===== src/sv/cvr_pkg.sv =====
// shared types and constants of the change-of-value reporter
`default_nettype none

package cvr_pkg;

  localparam int SampleW = 16;
  localparam int TimeW   = 48;
  localparam int TdataW  = 64;
  localparam int CfgIdxW = 8;
  localparam int CfgDatW = 24;
  localparam int FifoD   = 4;
  localparam int PtrW    = $clog2(FifoD);
  localparam int CntW    = $clog2(FifoD + 1);

  // register indexes on the configuration channel
  localparam logic [CfgIdxW-1:0] REG_TRIGGER_MODE   = 8'd0;
  localparam logic [CfgIdxW-1:0] REG_TRIGGER_LEVEL  = 8'd1;
  localparam logic [CfgIdxW-1:0] REG_FORCE_INTERVAL = 8'd2;
  localparam logic [CfgIdxW-1:0] REG_POST_ENABLE    = 8'd3;

  // trigger modes
  localparam logic [1:0] TRIG_NONE      = 2'd0;
  localparam logic [1:0] TRIG_DEADBAND  = 2'd1;
  localparam logic [1:0] TRIG_THRESHOLD = 2'd2;

  typedef struct packed {
    logic              last;
    logic              replay;
    logic [TimeW-1:0]  ts;
    logic signed [SampleW-1:0] value;
  } result_t;

endpackage

`default_nettype wire


===== src/sv/change_of_value_reporter.sv =====
// change-of-value reporter: deadband / threshold report-by-exception filter
//
//   channel   dir  handshake             payload
//   s_axis    in   tvalid/tready         tdata = sample, timestamp
//   m_axis    out  tvalid/tready         tdata = value, timestamp; tuser = replay; tlast
//   cfg       in   cfg_valid/cfg_ready   cfg_index, cfg_data
//
// one input beat per cycle while the queue has room: a beat is registered, then decided and posted
// a post with replay produces two output beats, so the output port sets the pace then
// results sit in a four-entry queue; input stalls only while fewer than two slots are free
// rst is synchronous and clears state, queue and registers; cfg_ready is always high
`default_nettype none

module change_of_value_reporter import cvr_pkg::*; (
  input  logic               clk,
  input  logic               rst,
  input  logic               s_axis_tvalid,
  output logic               s_axis_tready,
  input  logic [TdataW-1:0]  s_axis_tdata,   // [15:0] sample, [63:16] timestamp
  output logic               m_axis_tvalid,
  input  logic               m_axis_tready,
  output logic [TdataW-1:0]  m_axis_tdata,   // [15:0] out_value, [63:16] out_timestamp
  output logic               m_axis_tuser,   // [0] is_replay
  output logic               m_axis_tlast,
  input  logic               cfg_valid,
  output logic               cfg_ready,
  input  logic [CfgIdxW-1:0] cfg_index,
  input  logic [CfgDatW-1:0] cfg_data
);

  // configuration
  logic [1:0]         trigger_mode;
  logic [15:0]        trigger_level;
  logic [23:0]        force_interval;
  logic               post_enable;

  // channel state
  logic signed [SampleW-1:0] prev_value;
  logic [TimeW-1:0]   prev_time;
  logic               prev_valid;
  logic signed [SampleW-1:0] posted_value;
  logic [TimeW-1:0]   posted_time;
  logic               prev_was_posted;

  // input register
  logic               s1_valid;
  logic signed [SampleW-1:0] s1_sample;
  logic [TimeW-1:0]   s1_ts;

  // result queue
  result_t            fifo [FifoD];
  logic [PtrW-1:0]    wr_ptr;
  logic [PtrW-1:0]    rd_ptr;
  logic [CntW-1:0]    count;
  logic [CntW-1:0]    count_next;

  logic [TimeW-1:0]   elapsed;
  logic               due;
  logic               fire;
  logic               post;
  logic               replay;
  logic               s1_fire;
  logic               pop;
  logic [1:0]         n_push;
  logic signed [SampleW:0] diff;
  logic [SampleW:0]   diff_abs;
  logic               v_below;
  logic               ref_below;
  logic               zero_change;
  result_t            cur_res;
  result_t            rep_res;
  result_t            head;

  assign cfg_ready = 1'b1;

  always_ff @(posedge clk) begin
    if (rst) begin
      trigger_mode   <= TRIG_NONE;
      trigger_level  <= '0;
      force_interval <= '0;
      post_enable    <= 1'b0;
    end else if (cfg_valid && cfg_ready) begin
      unique case (cfg_index)
        REG_TRIGGER_MODE:   trigger_mode   <= cfg_data[1:0];
        REG_TRIGGER_LEVEL:  trigger_level  <= cfg_data[15:0];
        REG_FORCE_INTERVAL: force_interval <= cfg_data;
        REG_POST_ENABLE:    post_enable    <= cfg_data[0];
        default: ;
      endcase
    end
  end

  // decision on the registered beat
  always_comb begin
    elapsed = s1_ts - posted_time;
    due     = (force_interval != '0) && (elapsed > {24'd0, force_interval});

    diff     = {s1_sample[SampleW-1], s1_sample} - {posted_value[SampleW-1], posted_value};
    diff_abs = diff[SampleW] ? (SampleW+1)'(-diff) : diff;
    // levels are unsigned, so compare in 17-bit signed
    v_below   = $signed({s1_sample[SampleW-1], s1_sample}) < $signed({1'b0, trigger_level});
    ref_below = $signed({posted_value[SampleW-1], posted_value})
                < $signed({1'b0, trigger_level});
    zero_change = (posted_value == '0) != (s1_sample == '0);

    unique case (trigger_mode)
      TRIG_DEADBAND:  fire = diff_abs > {1'b0, trigger_level};
      TRIG_THRESHOLD: fire = zero_change || (v_below != ref_below);
      default:        fire = 1'b0;
    endcase

    post    = post_enable && (due || fire);
    replay  = post && !prev_was_posted && prev_valid;
    s1_fire = s1_valid && (count <= CntW'(FifoD - 2));
    pop     = m_axis_tvalid && m_axis_tready;

    if (s1_fire && post) n_push = replay ? 2'd2 : 2'd1;
    else                 n_push = 2'd0;

    count_next = count + CntW'(n_push) - CntW'(pop);

    cur_res = '{last: 1'b1, replay: 1'b0, ts: s1_ts, value: s1_sample};
    rep_res = '{last: 1'b0, replay: 1'b1, ts: prev_time, value: prev_value};
  end

  assign s_axis_tready = !s1_valid || s1_fire;

  always_ff @(posedge clk) begin
    if (rst) begin
      s1_valid <= 1'b0;
    end else if (s_axis_tready) begin
      s1_valid <= s_axis_tvalid;
    end
  end

  always_ff @(posedge clk) begin
    if (s_axis_tready && s_axis_tvalid) begin
      s1_sample <= s_axis_tdata[SampleW-1:0];
      s1_ts     <= s_axis_tdata[SampleW +: TimeW];
    end
  end

  always_ff @(posedge clk) begin
    if (rst) begin
      prev_value      <= '0;
      prev_time       <= '0;
      prev_valid      <= 1'b0;
      posted_value    <= '0;
      posted_time     <= '0;
      prev_was_posted <= 1'b0;
    end else if (s1_fire) begin
      prev_value      <= s1_sample;
      prev_time       <= s1_ts;
      prev_valid      <= 1'b1;
      prev_was_posted <= post;
      if (post) begin
        posted_value <= s1_sample;
        posted_time  <= s1_ts;
      end
    end
  end

  always_ff @(posedge clk) begin
    if (s1_fire && post) begin
      if (replay) begin
        fifo[wr_ptr]          <= rep_res;
        fifo[wr_ptr + 2'd1]   <= cur_res;
      end else begin
        fifo[wr_ptr] <= cur_res;
      end
    end
  end

  always_ff @(posedge clk) begin
    if (rst) begin
      wr_ptr <= '0;
      rd_ptr <= '0;
      count  <= '0;
    end else begin
      wr_ptr <= wr_ptr + PtrW'(n_push);
      if (pop) rd_ptr <= rd_ptr + 2'd1;
      count <= count_next;
    end
  end

  assign head          = fifo[rd_ptr];
  assign m_axis_tvalid = count != '0;
  assign m_axis_tdata  = {head.ts, head.value};
  assign m_axis_tuser  = head.replay;
  assign m_axis_tlast  = head.last;

endmodule

`default_nettype wire


===== config.mk =====
export PLATFORM = sky130hd
export DESIGN_NAME = change_of_value_reporter
export DESIGN_NICKNAME = d
export VERILOG_FILES = /design/src/sv/cvr_pkg.sv /design/src/sv/change_of_value_reporter.sv
export SDC_FILE = /design/constraint.sdc
export NUM_CORES = 1
export LEC_CHECK = 0
export ABC_CLOCK_PERIOD_IN_PS = 11200
export BUFFER_PORTS_ARGS = -buffer_cell sky130_fd_sc_hd__buf_4
export CORE_MARGIN = 5
export CORE_UTILIZATION = 60
export CTS_CLUSTER_SIZE = 16
export DETAILED_ROUTE_END_ITERATION = 12
export MAX_ROUTING_LAYER = met4
export PLACE_DENSITY_LB_ADDON = 0.12
export SLEW_MARGIN = 25
export SYNTH_ARGS = -nofsm -noshare
export SYNTH_HDL_FRONTEND = slang
export SYNTH_SLANG_ARGS = --single-unit

===== constraint.sdc =====
create_clock -name clk -period 11.2 [get_ports clk]
set_input_delay 1.12 -clock clk [delete_from_list [all_inputs] [get_ports clk]]
set_output_delay 1.12 -clock clk [all_outputs]
set_load 0.005 [all_outputs]

Word level (Yosys, flattened, before mapping)
Memory sizes are Yosys's and may differ from the RTL's. A register that Yosys moved wholly into a read port is not among the register bits.
Cells that the tools add are included.
{"block": "totals", "regBits": 245, "ram_bits": 264, "inputBits": 101, "output_inout_bits": 69, "elab_cells": 74, "n_memories": 1}
{"block": "classes", "add_sub_neg": 8, "magnitude_cmp": 5, "eq_ne": 7, "muxes": 13, "n_bitwise": 1, "reduce_logical": 23}
{"memory": "fifo", "depth": 4, "word_bits": 66, "rd": 1, "rd_ports_with_merged_regs": 1, "write_ports": 2, "line": "change_of_value_reporter.sv:51", "source": "result_t fifo [FifoD];"}
{"cell": "2-to-1 mux 66 bit", "count": 1}
{"cell": "greater-than comparator 48 x 24 -> 1 bit", "count": 1}
{"cell": "subtractor 48 bit", "count": 1}
{"cell": "< comparator 16 x 17 -> 1 bit", "count": 2}
{"cell": "logical NOT 16 bit", "count": 2}
{"cell": "nonzero test 24 bit", "count": 1}
{"cell": "greater-than comparator 17 x 16 -> 1 bit", "count": 1}
{"cell": "2-to-1 mux 17 bit", "count": 1}
{"cell": "negator 17 bit", "count": 1}
{"cell": "subtractor 16 x 16 -> 17 bit", "count": 1}
{"cell": "== test 8 x 2 -> 1 bit, second input constant", "count": 2}
{"cell": "AND reduction 2 bit", "count": 5}
{"cell": "== test 8 x 1 -> 1 bit, second input constant", "count": 1}
{"cell": "logical AND 1 bit", "count": 8}
{"cell": "logical NOT 8 bit", "count": 1}
{"cell": "2-to-1 mux 2 bit", "count": 4}
{"cell": "2-to-1 mux 1 bit", "count": 6}
{"cell": "adder 2 x 1 -> 2 bit, second input constant", "count": 2}
{"cell": "adder 3 x 2 -> 3 bit", "count": 1}
{"cell": "less-or-equal comparator 3 x 2 -> 1 bit, second input constant", "count": 1}
{"cell": "logical OR 1 bit", "count": 3}
{"cell": "nonzero test 3 bit", "count": 1}
{"cell": "subtractor 3 x 1 -> 3 bit", "count": 1}
{"cell": "adder 2 bit", "count": 1}
{"cell": "other kinds (6)", "count": 8}

Longest topological paths before layout
Gate-level depths: netlist of run 1.
{"block": "logic_depth", "ltp_word": 13, "depth_mapped": 37, "depth_no_buf": 33}

Worst setup path before layout of run 1
No wires, ideal clock.
{"block": "synth_timing", "path_type": "register to register", "startpoint": "reg s1_sample[0]", "endpoint": "mem fifo[2][0] (netlist bit) (enable)", "setup_ns": 0.507, "arrival_ns": 7.675, "t_required_ns": 10.693, "path_slack_ns": 3.018, "path_stages_with_launch": 27, "path_buffers": 3, "period_less_slack_ns": 8.182, "path_cell_list": "edfxtp_1 -> inv_1 -> ha_1 -> fa_1 -> nor2b_1 -> o21ai_0 -> a21boi_0 -> o31ai_1 -> a31oi_1 -> a21oi_1 -> a21o_1 -> clkbuf_1 -> o31ai_1 -> xor2_1 -> ha_1 -> and4_1 -> nand2_1 -> nor3_1 -> a2111o_1 -> a21oi_1 -> a31o_2 -> nor3_1 -> nor2_1 -> nor2_1 -> clkbuf_1 -> buf_2 -> a21oi_1"}
{"element": "from (decl)", "line": "change_of_value_reporter.sv:47", "source": "logic signed [SampleW-1:0] s1_sample;"}
{"element": "from (signal assigned)", "line": "change_of_value_reporter.sv:138", "source": "s1_sample <= s_axis_tdata[SampleW-1:0];"}
{"element": "to (decl)", "line": "change_of_value_reporter.sv:51"}

==> results of run 1 <==
[through the flow]
stage                     hold WS (ns)  utilization, %
after floorplan                  0.420               -
after global placement           0.434            63.6
after detailed placement         0.443            63.6
after CTS                        0.453            67.3
after global routing             0.472            67.5
final                            0.449            67.5
[power by group]
group	internal, uW	total [uW]	switching, uW
Clock	985	1750	762
Combinational	389	891	503
Sequential	2050	2180	130
[critical path, stage by stage, from the launching register on]
cell,delay [ns]
edfxtp_1,0.48
inv_1,0.11
ha_1,0.17
inv_1,0.06
fa_1,0.41
a21o_1,0.21
a221oi_4,0.36
o22ai_1,0.24
nor2_1,0.22
o21bai_1,0.12
xor2_1,0.17
ha_1,0.31
and3_1,0.16
a221o_1,0.34
a221oi_1,0.35
o21ai_0,0.13
o21ai_0,0.23
o221ai_1,0.18
nor4_2,0.27
nand4_1,0.14
nor4_2,0.62
a211oi_1,0.27
nor2_4,0.16
buf_4,0.65
buf_4,0.94
nor3_1,0.15
[sequential cells by signal, indices dropped and copies added, names as in the netlist, named ones only]
register and flops:
count 3, fifo 264, force_interval 24, post_enable 1
posted_time 48, posted_value 16, prev_time 48, prev_valid 1
prev_value 16, prev_was_posted 1, rd_ptr 2, s1_sample 16
s1_ts 48, s1_valid 1, trigger_level 16, trigger_mode 2
wr_ptr 2
[per-layer routing]
metal / vias up / GRT usage (%)
met5: - / -
li1: 10100 / -
met4: 0 / 7.85
met3: 148 / 6.21
met2: 1114 / 48.8
met1: 10600 / 44.7
[area by class of cell]
class | instances | area, um^2
multi-input cells | 1881 | 13300
clock inverters | 27 | 235
fillers | 3583 | 15100
clock buffers | 70 | 1490
diodes | 2 | 5.00
repair buffers | 194 | 1510
inverters | 134 | 504
well taps | 607 | 759
flip-flops and latches | 511 | 13400
[cell usage in the layout (no fill, tap or decap), types with 24 or more instances in the layout]
cell type  Yosys  final
ha_1         138    138
edfxtp_1     320    320
mux2i_1       88     88
mux4_2        66     66
nand2_1      262    261
a21o_1        24     24
nor2_1       216    213
dfxtp_1      191    188
inv_1        134    133
clkbuf_16      0     54
nand4_1       34     34
o21ai_0       52     50
nand2b_1     142    142
a22oi_1      192    192
a21oi_1      178    177
buf_4          1    188
xnor2_1       44     43
nor3_1       149    148
[cells by family (layout without fill, tap and decap cells)]
| family | count (synthesis) | after routing | share of synthesized area [%] |
|---|---|---|---|
| AOI/OAI and AO/OA | 596 | 596 | 14.4 |
| buffers and inverters | 317 | 425 | 4.54 |
| other | 1 | 3 | 0.0135 |
| xor gates and xnor gates | 62 | 62 | 1.95 |
| adders and majority gates | 141 | 141 | 6.41 |
| and+or+nand+nor | 926 | 926 | 15.9 |
| DFF | 511 | 511 | 48.2 |
| muxes | 155 | 155 | 8.54 |
[worst max-delay path by stage]
stage | depth (start not counted) | to | start | slack (ns)
2_1_floorplan | 26 | fifo[2][0] | s1_sample[0] | 3.02
3_3_place_gp | 25 | fifo[1][13] | s1_ts[0] | 3.71
3_5_place_dp | 25 | fifo[3][11] | s1_ts[0] | 3.45
4_1_cts | 25 | fifo[3][6] | s1_ts[0] | 3.40
5_1_grt | 25 | fifo[0][22] | s1_ts[0] | 2.84
6_report | 25 | fifo[3][6] | s1_ts[0] | 3.40
==> results.md, run 1 <==
- Post-Place Setup Slack: around 3.4 ns
- Die Ht: approximately 230 um
- Inst Count DP: approximately 3.3k
- Maximum Capacitance Violations: 0
- Most frequent cells after synthesis: edfxtp_1, nand2_1, nor2_1
- Fmax: 128 MHz
- Max-slew violation count: 0
- Syn Nets: between 2k and 3k
- Yosys top cell area share: around 34%
- Layout cells sized above 1: 13.7%
- Critical path class: reg -> reg
- Avg WL per Cell: approximately 24 um
- Reg-to-reg startpoint: s1_ts[0]
- Die Span X: roughly 230 um
- Post_cts resized: 0
- WHS Endpoint: fifo[0][65]
- Number of core rows: 79
- Worst-Margin Slew: around 1.1 ns
- RSZ-0062 raised after global routing: false
- Clk_lat worst skew: 0.62 ns
- Core area: approximately 46,000 um^2
- IO Count: 170
- DRC viols: 0
- Period utilization: between 60% and 70%
- Clk buf depth: 3
- Top post-synthesis cells by area: edfxtp_1, dfxtp_1, ha_1, mux4_2, a22oi_1
- Highest Signal Layer: met4
- H-tree depth: 2
- Post-synthesis sequential area ratio: a little under 50%
- Most common cell in the netlist: edfxtp_1
- Vias in the first global route: roughly 22k
- Reg2Reg Setup Slack: about 3.4 ns
- Starting Density: 60.2%
- Worst Path Max Fanout: 105
- Remaining global-route overflow: 0
- Total power: roughly 4800 uW
- Status: complete, no violations
- Post-CTS Hold Buffers: 0
- Top FF cell, synth: edfxtp_1
- Worst endpoint data arrival time: roughly 8 ns
- Met1 wire length: around 34,000 um
- TritonCTS Sinks: between 500 and 600
- Final WS setup: about 3.4 ns
- Area Growth Syn to Fin: 12.0%
- CTS tree: built
- GRT Total Usage: about a third
- Final wirelength: 80,600 um
- Worst Reg2Reg Path Length in Cells: 25
- Hold Path Class: reg -> reg
- #FFs+latches synth: approximately 500
- Number of setup buffers added after CTS: 0
- R2r endpoint: fifo[3][6]
- Largest net degree at the start of global routing: ~110
- DR WL met2: ~37,000 um
- Vias: between 20k and 25k
- Total CTS buffers: 52
- Final-stage net count: approximately 3.0k
- HP Start: fifo[0][65]
- Port Buffers: around 170
- Placer Congestion: 0.905
- Final Instance Area: about 31,000 um^2
- Synth unique cells: just over 80
- Mapped Area: around 28,000 um^2
- Startpoint Class: register
- Peak VDD IR: roughly 120 uV
- Dominant cell type by area after synthesis: edfxtp_1
- Static leakage: between 0.01 and 0.015 uW
- Hold Fails Final Rpt: 0
- PwrDens: around 150 nW/um^2
- Met3 wire len: ~8300 um
- Worst-path clk slew: ~0.07 ns
- Die ar.: between 50,000 and 60,000 um^2
- Syn Area/Cell: ~10 um^2
- Hold Path Stages: 2
- Slew Limit Headroom: approximately a quarter
- Root Buffer: clkbuf_16
- Routed vias/inst: approximately 6.4
- Detailed placer's ending HPWL: roughly 52,000 um
- Iter 0 DRT Violations: 2,402
- Final setup fails: 0
- Setup crit end kind: register
- First-pass GRT wire length: around 120,000 um
- Final TNS setup: 0 ns
- Dpl cell area: about 29,000 um^2
- Initial antenna violation count: 2
- DRT antenna net count: 0
- Number of enable flip-flop cells after synthesis: 320
- Synth Instances: roughly 2.7k
- Clock period minus worst slack: just under 8 ns
- FFs w/ async S/R, synth: 0%
- Warnings, synthesis: 0
- Pre-antenna DRT Iters: 7
- Final Skew: around 0.036 ns
- Non-Filler Instances: 3,426
- Worst endpoint required time: approximately 12 ns
Note: power is estimated with default switching activity, not from simulation.
==> inputs of run 2 (changes only) <==
--- a/config.mk
+++ b/config.mk
@@ -5,10 +5,11 @@
 export SDC_FILE = /design/constraint.sdc
 export NUM_CORES = 1
 export LEC_CHECK = 0
-export ABC_CLOCK_PERIOD_IN_PS = 11200
+export ABC_AREA = 1
+export ABC_CLOCK_PERIOD_IN_PS = 6400
 export BUFFER_PORTS_ARGS = -buffer_cell sky130_fd_sc_hd__buf_4
 export CORE_MARGIN = 5
-export CORE_UTILIZATION = 60
+export CORE_UTILIZATION = 56
 export CTS_CLUSTER_SIZE = 16
 export DETAILED_ROUTE_END_ITERATION = 12
 export MAX_ROUTING_LAYER = met4
==> constraint.sdc (replaced) <==
create_clock -name clk -period 6.4 [get_ports clk]
set_input_delay 0.64 -clock clk [delete_from_list [all_inputs] [get_ports clk]]
set_output_delay 0.64 -clock clk [all_outputs]
set_load 0.005 [all_outputs]
==> results.md, run 2 <==
- Status: complete, no violations
- #FFs+latches synth: a little over 500
- Area Growth Syn to Fin: 10.9%
- Hold Fails Final Rpt: 0
- Number of core rows: 85
- Placer Congestion: around 0.97
- Iter 0 DRT Violations: about 2.6k
- Clk buf depth: 3
- Period utilization: 91.7%
- Avg WL per Cell: around 19 um
- Number of setup buffers added after CTS: 0
- Final wirelength: between 90,000 and 100,000 um
- Yosys top cell area share: between 30% and 40%
- Synth unique cells: 50
- Most common cell after layout, fill and taps aside: nand2_1
- Syn Area/Cell: approximately 7.7 um^2
- Critical path class: reg -> reg
- Non-Filler Instances: 4,726
- Die ar.: roughly 59,000 um^2
- Die Ht: about 240 um
- Vias: about 27k
- Slew Limit Headroom: a little under a third
- Post-synthesis sequential area ratio: between 40 and 50%
- Final setup fails: 0
- Warnings, synthesis: 0
- CTS tree: built
- Number of enable flip-flop cells after synthesis: 320
- Mapped Area: about 30,000 um^2
- Pre-antenna DRT Iters: 6
- Startpoint Class: register
- Worst endpoint data arrival time: between 6 and 7 ns
- IO Count: 170
- Maximum Capacitance Violations: 0
- Max-slew violation count: 0
- Syn Nets: roughly 4.2k
- Final TNS setup: 0 ns
- DRC viols: 0
- Most frequent cells in the layout: nand2_1, nor2_1, inv_1, edfxtp_1, o21ai_0
- Worst-path clk slew: about 0.060 ns
- Total power: roughly 8600 uW
- WP buf/inv: 4
- Worst path most repeated cell: nand2_1
- Final-stage net count: about 4.2k
- Top post-synthesis cells by area: edfxtp_1, nand2_1, dfxtp_1, ha_1, o21ai_0
- Clock period minus worst slack: about 6 ns
- Synth Instances: between 3k and 4k
- Worst-Margin Slew: approximately 1.0 ns
- TritonCTS Sinks: ~500
- Layout cells sized above 1: approximately a tenth
- Peak VDD IR: between 200 and 250 uV
- Remaining global-route overflow: 0
- Static leakage: about 0.014 uW
- Core area: between 50,000 and 60,000 um^2
- Detailed placer's ending HPWL: 59,400 um
- Final WS setup: 0.529 ns
- Top FF cell, synth: edfxtp_1
- First-pass GRT wire length: 141,000 um
- GRT Total Usage: a little under a third
- Hold Path Class: in -> reg
- Max stage delay on crit path: around 0.52 ns
- CP max-delay cell: clkinv_4
- FFs w/ async S/R, synth: 0%
- CP top delay family: simple AND/OR/NAND/NOR gates
- Starting Density: 56.2%
- Dominant cell type by area after synthesis: edfxtp_1
- Biggest register: fifo
- Worst Path Max Fanout: 64
- Inst Count DP: about 4.6k
- Worst endpoint required time: 6.78 ns
- Total CTS buffers: between 50 and 60
- Fmax: 170 MHz
- Post-Place Setup Slack: around 0.63 ns
- Routed vias/inst: 5.68
- Die Span X: 242 um
- Port Buffers: around 170
- Vias in the first global route: about 25k
- Final Skew: around 0.031 ns
- H-tree depth: 2
- Initial antenna violation count: 1
- RSZ-0062 raised after global routing: false
- DRT antenna net count: 0
- Post_cts resized: 0
- PwrDens: 256 nW/um^2
- Most common cell in the netlist: nand2_1
- Root Buffer: clkbuf_16
- Most frequent cells after synthesis: nand2_1, nor2_1, inv_1
- Largest net degree at the start of global routing: roughly 130
- Largest register FFs: about 260
- Post-CTS Hold Buffers: 0
- Setup crit end kind: register
- Clk_lat worst skew: 0.64 ns
[run 2: final timing paths]
kind               startpoint           to  slack, ns  cells past startpoint
max                  s1_ts[0]  fifo[0][39]       0.53                     31
min          s_axis_tdata[37]    s1_ts[21]       0.18                      1
max reg2reg          s1_ts[0]  fifo[0][39]       0.53                     31
min reg2reg       fifo[2][65]  fifo[2][65]       0.46                      2
[run 2: cell type report]
| type | count | area (um^2) |
|---|---|---|
| Clock buffer | 64 | 1420 |
| Multi-Input combinational cell | 2846 | 14200 |
| Tap cell | 696 | 871 |
| Sequential cell | 511 | 13400 |
| Inverter | 355 | 1350 |
| Antenna cell | 1 | 2.50 |
| Timing Repair Buffer | 218 | 1810 |
| Fill cell | 4880 | 20200 |
| Clock inverter | 35 | 250 |
[run 2: per-stage QoR]
| stage | hold WS (ns) | util [%] | cell area, um^2 |
|---|---|---|---|
| 6_report | 0.180 | 62.3 | 33400 |
| 4_1_cts | 0.139 | 62.2 | 33400 |
| 3_3_place_gp | 0.437 | 59.1 | 31700 |
| 5_1_grt | 0.159 | 62.3 | 33400 |
| 3_5_place_dp | 0.440 | 59.1 | 31700 |
| 2_1_floorplan | 0.424 | - | 30100 |
[run 2: layer usage]
layer  vias to the layer above  routed length [um]  GRT usage [%]
met5                         -                   0              -
met4                         0                2260           9.18
met3                       167                8250           5.01
met2                      1132               41200           47.9
met1                     12400               38600           42.1
li1                      13200                   -              -
[run 2: power by group]
group	switching, uW	total, uW	internal [uW]	leakage, uW
sequential	199	3800	3600	0.00433
clock	1360	2990	1630	0.000819
combinational	1140	1760	613	0.00923
total	2700	8550	5850	0.0144
[run 2: logic make-up (layout without fill, tap and decap cells)]
family	Yosys count	count (layout)	synth area share, %
and+or+nand+nor	2021	2021	28.3
AOI/OAI and AO/OA	634	634	11.4
buffers and inverters	571	672	8.26
DFF	511	511	44.6
adders and majority gates	141	141	5.93
xor gates and xnor gates	49	49	1.50
other	1	2	0.0125
